## src/sv/cpsa_pkg.sv

```systemverilog
`timescale 1ns / 1ps
`default_nettype none

package cpsa_pkg;

  // Received frame, one beat on the input channel
  typedef struct packed {
    logic [10:0] rx_id;
    logic [3:0]  rx_size;
    logic [63:0] rx_data;
  } in_beat_t;

  // Reply, one beat on the result channel
  typedef struct packed {
    logic        tx_valid;
    logic [10:0] tx_id;
    logic [3:0]  tx_size;
    logic [63:0] tx_data;
    logic        store_changed;
    logic        last_result;
  } out_beat_t;

  // Configuration register indexes
  typedef enum logic [2:0] {
    CFG_NODE_UUID  = 3'd0,
    CFG_VERSION    = 3'd1,
    CFG_TYPE       = 3'd2,
    CFG_REQUEST_ID = 3'd3,
    CFG_SETUP_BASE = 3'd4,
    CFG_REPLY_BASE = 3'd5
  } cfg_reg_t;

  // Sequencer states
  typedef enum logic [2:0] {
    ST_CLEAR,
    ST_IDLE,
    ST_DECODE,
    ST_NAME_RD,
    ST_VAL_RD,
    ST_NAME_WR,
    ST_STORE_WR,
    ST_FINISH
  } state_t;

  // Frame classification
  typedef enum logic [2:0] {
    OP_NONE,
    OP_INFO,
    OP_VALUE,
    OP_NAME,
    OP_STORE
  } op_t;

  localparam int unsigned CFG_W = 16;

  localparam logic [10:0] SETUP_MASK  = 11'h780;
  localparam logic [10:0] INDEX_MASK  = 11'h07F;
  localparam logic [7:0]  GLOBAL_TAG  = 8'hFF;
  localparam logic [7:0]  INFO_TAG    = 8'h20;
  localparam logic [7:0]  NAME_TAG    = 8'h21;
  localparam logic [3:0]  FRAME_BYTES = 4'd8;
  localparam logic [3:0]  INFO_SIZE   = 4'd5;
  localparam logic [3:0]  NAME_SHOWN  = 4'd7;

endpackage

`default_nettype wire

```

## src/sv/can_parameter_store_access.sv

```systemverilog
`timescale 1ns / 1ps
`default_nettype none

// CAN parameter store access. Each beat on the input channel is one received
// CAN frame; the block answers with one or two result beats, the last marked
// by last_result. A request frame returns an info frame and a name frame, or
// one value frame of up to eight store bytes; a setup frame writes the name
// string (index 0) or up to WRITE_MAX store bytes, and reports no reply frame.
// Store and name live in small RAMs, each with one write port and one
// registered read port, walked one byte per cycle by a small sequencer. The
// name walk of an info request stops at the first zero or after seven
// characters; a name write copies at most five characters, since an
// eight-byte frame carries no more, and then a terminating zero. While a
// waiting result beat is stalled by out_stall, the sequencer stays in its
// finish state and takes no new frame. in_stall is low only while the
// sequencer is idle. After reset a clearing pass over max(STORE_BYTES,
// NAME_CHARS + 1) addresses zeroes both RAMs before the first frame is
// taken; configuration writes are taken at any time.
module can_parameter_store_access #(
  parameter int STORE_BYTES = 64,
  parameter int NAME_CHARS  = 16,
  parameter int WRITE_MAX   = 6
) (
  input  logic                clk,
  input  logic                rst_n,
  input  logic                in_valid,
  output logic                in_stall,
  input  cpsa_pkg::in_beat_t  in_data,
  output logic                out_valid,
  input  logic                out_stall,
  output cpsa_pkg::out_beat_t out_data,
  input  logic                cfg_wr_en,
  input  logic [2:0]          cfg_index,
  input  logic [15:0]         cfg_wdata
);

  import cpsa_pkg::*;

  localparam int SAW        = $clog2(STORE_BYTES);
  localparam int NAME_DEPTH = NAME_CHARS + 1;
  localparam int NAW        = $clog2(NAME_DEPTH);
  localparam int CLR_N      = (STORE_BYTES > NAME_DEPTH) ? STORE_BYTES : NAME_DEPTH;
  localparam int CAW        = $clog2(CLR_N);

  localparam logic [8:0]     STORE_N    = 9'(STORE_BYTES);
  localparam logic [7:0]     STORE_LAST = 8'(STORE_BYTES - 1);
  localparam logic [3:0]     WR_MAX     = 4'(WRITE_MAX);
  localparam logic [NAW-1:0] NAME_LIM   = NAW'(NAME_CHARS);
  localparam logic [CAW-1:0] CLR_LAST   = CAW'(CLR_N - 1);
  localparam logic [CAW:0]   CLR_STORE  = (CAW+1)'(STORE_BYTES);
  localparam logic [CAW:0]   CLR_NAME   = (CAW+1)'(NAME_DEPTH);

  // Configuration registers
  logic [CFG_W-1:0] uuid_r;
  logic [7:0]       version_r;
  logic [7:0]       type_r;
  logic [10:0]      req_id_r;
  logic [10:0]      setup_base_r;
  logic [10:0]      reply_base_r;

  // Sequencer and datapath registers
  state_t          state_r, state_nxt;
  in_beat_t        in_r;
  logic [7:0]      idx_r, idx_nxt;
  logic [3:0]      cnt_r, cnt_nxt;
  logic [3:0]      k_r, k_nxt;
  logic [3:0]      from_r, from_nxt;
  logic [NAW-1:0]  n_r, n_nxt;
  logic [CAW-1:0]  clr_r, clr_nxt;
  out_beat_t       res_r, res_nxt;
  logic            out_valid_r, out_valid_nxt;
  out_beat_t       out_r, out_nxt;

  // RAM ports
  logic           s_wr_en, s_rd_en;
  logic [SAW-1:0] s_wr_addr, s_rd_addr;
  logic [7:0]     s_wr_data, s_rd_data;
  logic           n_wr_en, n_rd_en;
  logic [NAW-1:0] n_wr_addr, n_rd_addr;
  logic [7:0]     n_wr_data, n_rd_data;

  // Decode results
  op_t        op;
  logic [7:0] dec_idx;
  logic [3:0] dec_cnt;
  logic [7:0] b0, b1, b2, b3;
  logic       ident;
  logic [3:0] cnt8;
  logic [3:0] wlen;
  logic [8:0] room;
  logic [7:0] sidx;

  // Datapath helpers
  logic       in_acc;
  logic       out_free;
  logic [7:0] addr_sum;
  logic [2:0] cap_pos;
  logic [7:0] cap_byte;
  logic [2:0] wr_pos;
  logic       name_more;

  assign in_acc    = in_valid && !in_stall;
  assign out_free  = !out_valid_r || !out_stall;
  assign in_stall  = (state_r != ST_IDLE);
  assign out_valid = out_valid_r;
  assign out_data  = out_r;

  assign b0 = in_r.rx_data[7:0];
  assign b1 = in_r.rx_data[15:8];
  assign b2 = in_r.rx_data[23:16];
  assign b3 = in_r.rx_data[31:24];

  assign addr_sum  = idx_r + {4'b0000, k_r};
  assign cap_pos   = 3'(k_r - 4'd1);
  assign cap_byte  = (k_r == 4'd1 && idx_r == 8'd0) ? version_r : s_rd_data;
  assign wr_pos    = 3'(k_r + 4'd2);
  assign name_more = (from_r < in_r.rx_size) && (n_r < NAME_LIM);

  // Classify the held frame
  always_comb begin
    op      = OP_NONE;
    dec_idx = '0;
    dec_cnt = '0;
    cnt8    = FRAME_BYTES;
    wlen    = '0;
    room    = '0;
    sidx    = {1'b0, in_r.rx_id[6:0]};
    ident   = (in_r.rx_size >= 4'd2) && ({b0, b1} == uuid_r);
    if (in_r.rx_id == req_id_r) begin
      if (in_r.rx_size == 4'd0 || b0 == GLOBAL_TAG) begin
        op = OP_INFO;
      end else if (!ident) begin
        op = OP_NONE;
      end else if (in_r.rx_size == 4'd2) begin
        op = OP_INFO;
      end else if ({1'b0, b2} >= STORE_N) begin
        op = OP_NONE;
      end else begin
        op      = OP_VALUE;
        dec_idx = b2;
        if (in_r.rx_size >= 4'd4 && b3 != 8'd0) begin
          cnt8 = (b3 > 8'd8) ? FRAME_BYTES : b3[3:0];
        end
        room    = STORE_N - {1'b0, b2};
        dec_cnt = ({5'b00000, cnt8} > room) ? room[3:0] : cnt8;
      end
    end else if ((in_r.rx_id & SETUP_MASK) == setup_base_r && ident) begin
      if (sidx == 8'd0) begin
        op = OP_NAME;
      end else if ({1'b0, sidx} >= STORE_N || in_r.rx_size < 4'd3) begin
        op = OP_NONE;
      end else begin
        op      = OP_STORE;
        dec_idx = sidx;
        wlen    = in_r.rx_size - 4'd2;
        if (wlen > WR_MAX) begin
          wlen = WR_MAX;
        end
        room    = STORE_N - {1'b0, sidx};
        dec_cnt = ({5'b00000, wlen} > room) ? room[3:0] : wlen;
      end
    end
  end

  // Next state
  always_comb begin
    state_nxt = state_r;
    case (state_r)
      ST_CLEAR: begin
        if (clr_r == CLR_LAST) begin
          state_nxt = ST_IDLE;
        end
      end
      ST_IDLE: begin
        if (in_acc) begin
          state_nxt = ST_DECODE;
        end
      end
      ST_DECODE: begin
        case (op)
          OP_VALUE: state_nxt = ST_VAL_RD;
          OP_NAME:  state_nxt = ST_NAME_WR;
          OP_STORE: state_nxt = ST_STORE_WR;
          default:  state_nxt = ST_FINISH;
        endcase
      end
      ST_NAME_RD: begin
        if (k_r != 4'd0 && (n_rd_data == 8'd0 || k_r == NAME_SHOWN)) begin
          state_nxt = ST_FINISH;
        end
      end
      ST_VAL_RD: begin
        if (k_r == cnt_r) begin
          state_nxt = ST_FINISH;
        end
      end
      ST_NAME_WR: begin
        if (!name_more) begin
          state_nxt = ST_FINISH;
        end
      end
      ST_STORE_WR: begin
        if (k_r == cnt_r - 4'd1) begin
          state_nxt = ST_FINISH;
        end
      end
      ST_FINISH: begin
        if (out_free) begin
          state_nxt = res_r.last_result ? ST_IDLE : ST_NAME_RD;
        end
      end
      default: state_nxt = ST_IDLE;
    endcase
  end

  // Datapath and RAM control
  always_comb begin
    idx_nxt       = idx_r;
    cnt_nxt       = cnt_r;
    k_nxt         = k_r;
    from_nxt      = from_r;
    n_nxt         = n_r;
    clr_nxt       = clr_r;
    res_nxt       = res_r;
    out_valid_nxt = out_valid_r;
    out_nxt       = out_r;
    s_wr_en       = 1'b0;
    s_wr_addr     = '0;
    s_wr_data     = '0;
    s_rd_en       = 1'b0;
    s_rd_addr     = '0;
    n_wr_en       = 1'b0;
    n_wr_addr     = '0;
    n_wr_data     = '0;
    n_rd_en       = 1'b0;
    n_rd_addr     = '0;

    // Drop the result once taken
    if (out_valid_r && !out_stall) begin
      out_valid_nxt = 1'b0;
    end

    case (state_r)
      ST_CLEAR: begin
        s_wr_en   = ({1'b0, clr_r} < CLR_STORE);
        s_wr_addr = SAW'(clr_r);
        n_wr_en   = ({1'b0, clr_r} < CLR_NAME);
        n_wr_addr = NAW'(clr_r);
        clr_nxt   = clr_r + 1'b1;
      end
      ST_DECODE: begin
        idx_nxt  = dec_idx;
        cnt_nxt  = dec_cnt;
        k_nxt    = '0;
        n_nxt    = '0;
        from_nxt = (in_r.rx_size >= 4'd4) ? 4'd3 : 4'd2;
        res_nxt  = '0;
        res_nxt.last_result = 1'b1;
        case (op)
          OP_INFO: begin
            res_nxt.tx_valid    = 1'b1;
            res_nxt.tx_id       = reply_base_r;
            res_nxt.tx_size     = INFO_SIZE;
            res_nxt.tx_data     = {24'd0, type_r, version_r, 8'd0, INFO_TAG, STORE_LAST};
            res_nxt.last_result = 1'b0;
          end
          OP_VALUE: begin
            res_nxt.tx_valid = 1'b1;
            res_nxt.tx_id    = reply_base_r | ({3'b000, dec_idx} & INDEX_MASK);
            res_nxt.tx_size  = dec_cnt;
          end
          OP_NAME, OP_STORE: begin
            res_nxt.store_changed = 1'b1;
          end
          default: begin
            res_nxt.last_result = 1'b1;
          end
        endcase
      end
      ST_NAME_RD: begin
        // Issue the next name read and capture the previous one
        n_rd_en   = (k_r < NAME_SHOWN);
        n_rd_addr = NAW'(k_r);
        if (k_r == 4'd0) begin
          k_nxt = k_r + 4'd1;
        end else if (n_rd_data == 8'd0) begin
          res_nxt.tx_size = k_r;
        end else begin
          res_nxt.tx_data[{k_r[2:0], 3'b000} +: 8] = n_rd_data;
          if (k_r == NAME_SHOWN) begin
            res_nxt.tx_size = FRAME_BYTES;
          end else begin
            k_nxt = k_r + 4'd1;
          end
        end
      end
      ST_VAL_RD: begin
        s_rd_en   = (k_r < cnt_r);
        s_rd_addr = addr_sum[SAW-1:0];
        if (k_r != 4'd0) begin
          res_nxt.tx_data[{cap_pos, 3'b000} +: 8] = cap_byte;
        end
        k_nxt = k_r + 4'd1;
      end
      ST_NAME_WR: begin
        // Copy one character, then the terminating zero
        n_wr_en   = 1'b1;
        n_wr_addr = n_r;
        if (name_more) begin
          n_wr_data = in_r.rx_data[{from_r[2:0], 3'b000} +: 8];
          n_nxt     = n_r + 1'b1;
          from_nxt  = from_r + 4'd1;
        end
      end
      ST_STORE_WR: begin
        s_wr_en   = 1'b1;
        s_wr_addr = addr_sum[SAW-1:0];
        s_wr_data = in_r.rx_data[{wr_pos, 3'b000} +: 8];
        k_nxt     = k_r + 4'd1;
      end
      ST_FINISH: begin
        if (out_free) begin
          out_valid_nxt = 1'b1;
          out_nxt       = res_r;
          // Prepare the name frame that follows the first info frame
          if (!res_r.last_result) begin
            res_nxt             = '0;
            res_nxt.tx_valid    = 1'b1;
            res_nxt.tx_id       = reply_base_r;
            res_nxt.tx_size     = 4'd1;
            res_nxt.tx_data     = {56'd0, NAME_TAG};
            res_nxt.last_result = 1'b1;
            k_nxt               = '0;
          end
        end
      end
      default: begin
      end
    endcase
  end

  // Control registers
  always_ff @(posedge clk) begin
    if (!rst_n) begin
      state_r     <= ST_CLEAR;
      clr_r       <= '0;
      out_valid_r <= 1'b0;
    end else begin
      state_r     <= state_nxt;
      clr_r       <= clr_nxt;
      out_valid_r <= out_valid_nxt;
    end
  end

  // Configuration writes
  always_ff @(posedge clk) begin
    if (!rst_n) begin
      uuid_r       <= '0;
      version_r    <= '0;
      type_r       <= '0;
      req_id_r     <= '0;
      setup_base_r <= '0;
      reply_base_r <= '0;
    end else if (cfg_wr_en) begin
      case (cfg_reg_t'(cfg_index))
        CFG_NODE_UUID:  uuid_r       <= cfg_wdata;
        CFG_VERSION:    version_r    <= cfg_wdata[7:0];
        CFG_TYPE:       type_r       <= cfg_wdata[7:0];
        CFG_REQUEST_ID: req_id_r     <= cfg_wdata[10:0];
        CFG_SETUP_BASE: setup_base_r <= cfg_wdata[10:0];
        CFG_REPLY_BASE: reply_base_r <= cfg_wdata[10:0];
        default: begin
        end
      endcase
    end
  end

  // Payload registers
  always_ff @(posedge clk) begin
    if (in_acc) begin
      in_r.rx_id   <= in_data.rx_id;
      in_r.rx_size <= (in_data.rx_size > FRAME_BYTES) ? FRAME_BYTES : in_data.rx_size;
      in_r.rx_data <= in_data.rx_data;
    end
    idx_r  <= idx_nxt;
    cnt_r  <= cnt_nxt;
    k_r    <= k_nxt;
    from_r <= from_nxt;
    n_r    <= n_nxt;
    res_r  <= res_nxt;
    out_r  <= out_nxt;
  end

  // Parameter store
  cpsa_ram #(
    .WIDTH (8),
    .DEPTH (STORE_BYTES)
  ) u_store_ram (
    .clk     (clk),
    .wr_en   (s_wr_en),
    .wr_addr (s_wr_addr),
    .wr_data (s_wr_data),
    .rd_en   (s_rd_en),
    .rd_addr (s_rd_addr),
    .rd_data (s_rd_data)
  );

  // Name string
  cpsa_ram #(
    .WIDTH (8),
    .DEPTH (NAME_DEPTH)
  ) u_name_ram (
    .clk     (clk),
    .wr_en   (n_wr_en),
    .wr_addr (n_wr_addr),
    .wr_data (n_wr_data),
    .rd_en   (n_rd_en),
    .rd_addr (n_rd_addr),
    .rd_data (n_rd_data)
  );

endmodule

`default_nettype wire

```

## src/sv/cpsa_ram.sv

```systemverilog
`timescale 1ns / 1ps
`default_nettype none

module cpsa_ram #(
  parameter int WIDTH = 8,
  parameter int DEPTH = 64
) (
  input  logic                     clk,
  input  logic                     wr_en,
  input  logic [$clog2(DEPTH)-1:0] wr_addr,
  input  logic [WIDTH-1:0]         wr_data,
  input  logic                     rd_en,
  input  logic [$clog2(DEPTH)-1:0] rd_addr,
  output logic [WIDTH-1:0]         rd_data
);

  logic [WIDTH-1:0] mem [DEPTH];

  // Write port
  always_ff @(posedge clk) begin
    if (wr_en) begin
      mem[wr_addr] <= wr_data;
    end
  end

  // Registered read port
  always_ff @(posedge clk) begin
    if (rd_en) begin
      rd_data <= mem[rd_addr];
    end
  end

endmodule

`default_nettype wire
```

## config.mk

```make
export PLATFORM = sky130hd
export DESIGN_NAME = can_parameter_store_access
export DESIGN_NICKNAME = d
export VERILOG_FILES = /design/src/sv/cpsa_pkg.sv /design/src/sv/can_parameter_store_access.sv /design/src/sv/cpsa_ram.sv
export SDC_FILE = /design/constraint.sdc
export NUM_CORES = 2
export LEC_CHECK = 0
export BUFFER_PORTS_ARGS = -buffer_cell sky130_fd_sc_hd__buf_2
export CAP_MARGIN = 40
export CORE_MARGIN = 3
export CORE_UTILIZATION = 43
export DETAILED_ROUTE_END_ITERATION = 12
export GPL_TIMING_DRIVEN = 0
export PLACE_DENSITY = 0.56
export SLEW_MARGIN = 20
export SYNTH_ARGS = -nofsm -noshare
export SYNTH_HDL_FRONTEND = slang
export SYNTH_SLANG_ARGS = --single-unit
export TNS_END_PERCENT = 100
```

## constraint.sdc

```tcl
create_clock -name clk -period 12.1 [get_ports clk]
set_input_delay 2.42 -clock clk [delete_from_list [all_inputs] [get_ports clk]]
set_output_delay 2.42 -clock clk [all_outputs]
set_load 0.01 [all_outputs]
```

## Word-level counts from Yosys, hierarchy flattened

Memory sizes are Yosys's and may differ from the RTL's. A register that Yosys moved wholly into a read port is not among the register bits.
Cells that the tools add are included.

- Register bits after elaboration: 343
- Bits in writable memories: 648
- Input port bits: 103
- Output and inout bits: 84
- Memories: 2

- $add $sub $neg: 13
- Order comparisons: 15
- Eq/ne operators: 42
- Shift-type cells: 6
- Muxes and demuxes: 95
- Bitwise logic cells: 1
- Reductions and logical operators: 46

Memory list:

| memory | words | bits a word | read ports | clocked after memory_dff | wr ports | line | source |
|---|---|---|---|---|---|---|---|
| u_store_ram.mem | 64 | 8 | 1 | 1 | 1 | cpsa_ram.sv:17 | `logic [WIDTH-1:0] mem [DEPTH];` |
| u_name_ram.mem | 17 | 8 | 1 | 1 | 1 | cpsa_ram.sv:17 |  |

Operator list:

| cell | number |
|---|---|
| 64-bit one-hot mux with 4 select lines | 1 |
| 82-bit two-way mux | 2 |
| 64-bit bitwise mux | 2 |
| 64-bit two-way mux | 2 |
| 8-bit by 8-bit variable shift with 64-bit output (first input constant) | 2 |
| 64-bit by 7-bit variable part select with 8-bit output | 2 |
| 8-bit by 8-bit variable part select with 64-bit output | 2 |
| 4-bit two-way mux | 31 |
| 8-bit two-way mux | 9 |
| 68-bit two-way mux | 1 |
| 40-bit two-way mux | 1 |
| 3-bit two-way mux | 11 |
| 16-bit one-hot mux with 2 select lines | 1 |
| 2-bit inequality test (second input constant) | 12 |
| 12-bit one-hot mux with 2 select lines | 1 |
| 3-bit one-hot mux with 8 select lines | 1 |
| 11-bit == test | 2 |
| 3-bit == test (second input constant) | 7 |
| 7-bit two-way mux | 3 |
| 5-bit one-hot mux with 2 select lines | 2 |
| 3-bit by 2-bit == test with 1-bit output (second input constant) | 6 |
| 4-bit by 9-bit > comparator with 1-bit output | 2 |
| 2-bit AND reduction | 9 |
| 16-bit == test | 1 |
| other kinds (60) | 105 |

## Depth between registers and ports, before layout

- Word-level depth: 17
- Mapped depth: 13
- Mapped depth without buffers: 13

## Hierarchy

From an unflattened synthesis, not the netlist that was laid out.

- Cells, all modules: 2672
- Area, all modules: 42749.8 um^2

Modules (own cells, without submodules):

| module | instances | cells each | area each (um^2) |
|---|---|---|---|
| cpsa_ram (u_store_ram) | 1 | 940 | 20246.9 |
| can_parameter_store_access | 1 | 1478 | 16869.9 |
| cpsa_ram (u_name_ram) | 1 | 254 | 5632.9 |

## Least setup slack after synthesis

Ideal clock, no wire load.

- Path kind: input to register
- From: input out_stall
- To: register res_r[0] (netlist bit) (enable)
- Arrival: 6.866 ns
- Required time: 11.789 ns
- Path slack: 4.923 ns
- Stages on the path: 2
- Cells stage by stage: a21oi_1 > or2_2

- Word-level cells in the longest chain between the ends: 4

Ends and longest elaborated chain:

| item | line | source |
|---|---|---|
| start: declaration | can_parameter_store_access.sv:30 | `input logic out_stall,` |
| 1-bit logical NOT | can_parameter_store_access.sv:103 | `assign out_free = !out_valid_r \|\| !out_stall;` |
| 1-bit logical OR | can_parameter_store_access.sv:103 |  |
| 2-bit inequality test (no source line) | -- |  |
| 2-bit AND reduction (no source line) | -- |  |
| end signal: assignment | can_parameter_store_access.sv:390 | `res_r <= res_nxt;` |
| end: declaration | can_parameter_store_access.sv:70 | `out_beat_t res_r, res_nxt;` |

Every way passes these cells.
A chain may end at the register's enable or synchronous reset.

## Worst setup path in the final report

- From: register k_r[0]
- To: memory u_store_ram.mem[51][7] (enable)

- Word-level cells in the longest chain between the ends: 2

Ends and longest elaborated chain:

| item | line | source |
|---|---|---|
| start: declaration | can_parameter_store_access.sv:66 | `logic [3:0] k_r, k_nxt;` |
| start signal: assignment | can_parameter_store_access.sv:387 | `k_r <= k_nxt;` |
| 6-bit by 4-bit adder with 6-bit output | can_parameter_store_access.sv:113 | `assign addr_sum = idx_r + {4'b0000, k_r};` |
| 6-bit one-hot mux with 2 select lines | can_parameter_store_access.sv:243 | `case (state_r)` |
| end: declaration | cpsa_ram.sv:17 |  |

Every way passes these cells.

==> key figures <==
Drt
  – Drt initial violations: 4,244
  – DRT Pass-1 Iters: 6
  – Remaining DRCs: 0
  – Antenna Nets Post-Route: 0
  – Routed vias: 30,580
  – Drt wl/cell: 28.18 um
  – Vias per cell: 5.974
  – DRT Wirelength: 144,300 um

Critical path
  – Max FO, Critical Path: 10
  – Crit Path Category: register to register
  – CP Launch Type: register
  – Crit. End Element: register
  – R2R setup slack: 7.04 ns
  – Crit. Startpoint: k_r[0]
  – R2R depth: 9
  – CP arrival: 5.45 ns
  – R2r endpoint: u_store_ram.mem[51][7]
  – Required @ worst endpoint: 12.49 ns
  – R2R Path Start: k_r[0]
  – CP Capture Point: u_store_ram.mem[51][7]

Run status
  – Status: complete, no violations

Synthesis
  – Yosys top cell by area: edfxtp_1
  – Synth top area share: 63.76%
  – Syn Area/Cell: 13.37 um^2
  – Ys flop type: edfxtp_1
  – Ranking of synthesized cells by area: edfxtp_1 64%, nand2_1 3.7%, dfxtp_1 3.5%
  – Register area share after synthesis: 67.21%
  – Post-synth EDFFs: 924
  – Synthesized area: 0.04352 mm^2
  – Cells after synthesis: 3,254
  – Async SR Flop Fraction: 0%
  – Synth Warn #: 0
  – #FFs+latches synth: 999
  – Synth unique cells: 88

Clock tree
  – Clock root buffer: clkbuf_16
  – Post_cts resized: 0
  – Clock sink total: 999
  – CTS tree: yes
  – Clock-pin slew on the worst setup and hold paths: 0.06 ns
  – Post-CTS setup buffers: 0
  – Total CTS buffers: 107
  – Clock latency on the worst-skew pair: 0.71 ns
  – H-tree depth: 3
  – CTS max path bufs: 3
  – Hold_buf cts: 0

Power and ir drop
  – Tot Pwr: 10.99 mW
  – Pwr dens: 214.5 mW/mm^2
  – Maximum vdd ir drop: 0.1146 mV
  – Lkg Pwr: 16.90 nW

Floorplanning
  – Initial Utilization: 43.39%
  – IO Count: 187
  – Die Wd: 324.1 um
  – Die area: 0.1051 mm^2
  – Die Height: 324.1 um
  – Row count: 116
  – Core Region: 0.1003 mm^2

STA
  – Setup ws final: 7.040 ns
  – Final Hold Vio Count: 0
  – RSZ-0062 raised after global routing: no
  – Worst-margin pin slew: 0.9447 ns
  – Tcrit/Tclk final: 41.82%
  – Slew Limit Fails: 0
  – Fmax: 197.6 MHz
  – Worst slew margin: 37.02%
  – Final setup viols: 0
  – Min cycle time layout: 5.060 ns
  – Final TNS setup: 0 ns
  – Max Clock Skew: 0.03337 ns
  – Worst hold slack: 0.4047 ns

Placed design
  – Dpl cells: 4,879
  – # port buffers: 184
  – Global placer's final weighted congestion: 0.9732
  – DP HPWL: 103,100 um
  – Setup slack at placement: 7.065 ns

Global route
  – Met2 Use GR: 40.62%
  – GRT met3 Usage: 5.715%
  – Antenna violations before repair: 5
  – Busiest grt layer: met2
  – All-Layer GR Usage: 27.00%
  – Congestion Overflow GR: 0
  – First-pass GRT wire length: 203,800 um
  – Number of global-route vias before repair: 28,500
  – Largest net degree at the start of global routing: 35
  – Met1 Track Usage GR: 38.54%

Finish
  – Layout cell share with drive strength beyond 1: 18.29%
  – Multi-input gate area: 0.01345 mm^2
  – Reg area: 0.02925 mm^2
  – Fill cells: 8,613
  – Synthesis-to-finish area growth: 17.71%
  – NumNets Final: 3,811
  – Non-Filler Instances: 5,119

Min path
  – Hold crit path type: register to register

Run
  – Max Cap Viol: 0
-- sequential cells by signal, summed over array words and instances, names as in the netlist, 11 cells and up --
register	flops
out_data	82
uuid_r	16
req_id_r	11
setup_base_r	11
u_name_ram.mem	128
u_store_ram.mem	512
in_r	47
reply_base_r	11
res_r	82
-- logic make-up (layout without fill, tap and decap cells) --
group	after synthesis	after routing	share of synthesized area, %
DFF	999	999	67.21
muxes	247	247	7.412
adders and majority gates	41	41	1.196
AOI/OAI and AO/OA	637	637	9.701
other	1	7	0.008617
and+or+nand+nor	1050	1050	11.10
buffers and inverters	222	724	2.179
xor gates and xnor gates	57	57	1.190
-- metrics by stage --
stage / util (%) / instance area, um^2
floorplan: - / 43520
global placement: 46.01 / 46140
detailed placement: 47.25 / 47390
CTS: 50.75 / 50900
global route: 51.06 / 51210
finish: 51.07 / 51220
-- worst min-delay path by stage --
stage | startpoint | endpoint | slack, ns | depth (start not counted)
final | res_r[78] | out_data[78] | 0.40 | 0
after detailed placement | res_r[1] | out_data[1] | 0.41 | 0
after CTS | res_r[68] | out_data[68] | 0.41 | 0
after global routing | res_r[68] | out_data[68] | 0.41 | 0
after global placement | res_r[81] | out_data[81] | 0.40 | 0
after floorplan | res_r[1] | out_data[1] | 0.40 | 0
-- layer usage --
layer / up-vias / share of wire (%)
li1: 13300 / -
met1: 15190 / 42
met2: 1758 / 44
met3: 321 / 9.9
met4: 6 / 3.9
met5: - / 0.027
-- synth_stat cells, types with 8 or more instances --
| cell type | instances |
|---|---|
| or3_1 | 8 |
| nor2_1 | 211 |
| ha_1 | 40 |
| a311oi_1 | 10 |
| mux4_2 | 56 |
| nor4_1 | 9 |
| a21boi_0 | 74 |
| xnor2_1 | 31 |
| nor2b_1 | 20 |
| a31oi_1 | 50 |
| or2_2 | 12 |
| a2111oi_0 | 8 |
| mux2_2 | 42 |
| nor3_1 | 94 |
| nand4_1 | 22 |
| and3_1 | 28 |
| o211ai_1 | 13 |
| buf_2 | 56 |
| o21ai_0 | 90 |
| and2_1 | 26 |
| edfxtp_1 | 924 |
| buf_4 | 8 |
| a21oi_1 | 153 |
| o31ai_1 | 12 |
| o22ai_1 | 61 |
| nand2b_1 | 27 |
| mux2i_1 | 149 |
| clkbuf_1 | 98 |
| a211oi_1 | 43 |
| inv_1 | 30 |
| nand2_1 | 432 |
| dfxtp_1 | 75 |
| o221ai_1 | 20 |
| nand3_1 | 116 |
| a22oi_1 | 15 |
| a221oi_1 | 12 |
| buf_1 | 26 |
| a221o_1 | 18 |
| xor2_1 | 25 |
-- critical path, cell delays in order (launching register included) --
cell and delay (ns):
edfxtp_1 0.56, ha_1 0.32, fa_1 0.54, clkbuf_1 0.69, inv_2 0.27, clkbuf_1 0.45, o21ai_0 0.38, nand3_1 0.57
nor2_1 0.68, buf_4 0.27
-- cell usage in the layout, fill, tap and decap left out, types with 31 or more instances in the layout --
cell type    n
mux2_2      42
clkbuf_1   122
mux4_2      56
nand3_1    116
buf_2      246
nor2_1     194
dfxtp_1     75
buf_4       65
a31oi_1     50
clkbuf_16  110
a211oi_1    42
nor3_1      94
nand2_1    432
a21oi_1    152
mux2i_1    149
ha_1        40
o21ai_0     88
edfxtp_1   924
xnor2_1     31
o22ai_1     61
a21boi_0    74
-- area by class of cell --
cell class,count,share of cell area (%)
timing repair buffer,303,4.604
multi-input combinational,2034,26.25
inverter,32,0.2345
sequential,999,57.10
clock buffer,146,5.853
antenna,5,0.02443
clock inverter,53,0.9966
tap,1357,3.315
buffer,190,1.622
-- power breakdown --
part           switching [mW]  internal, mW
Clock                    1.38          1.90
Sequential              0.216          4.16
Combinational            2.29          1.04
Total                    3.89          7.10
Note: power is estimated with default switching activity, not from simulation.
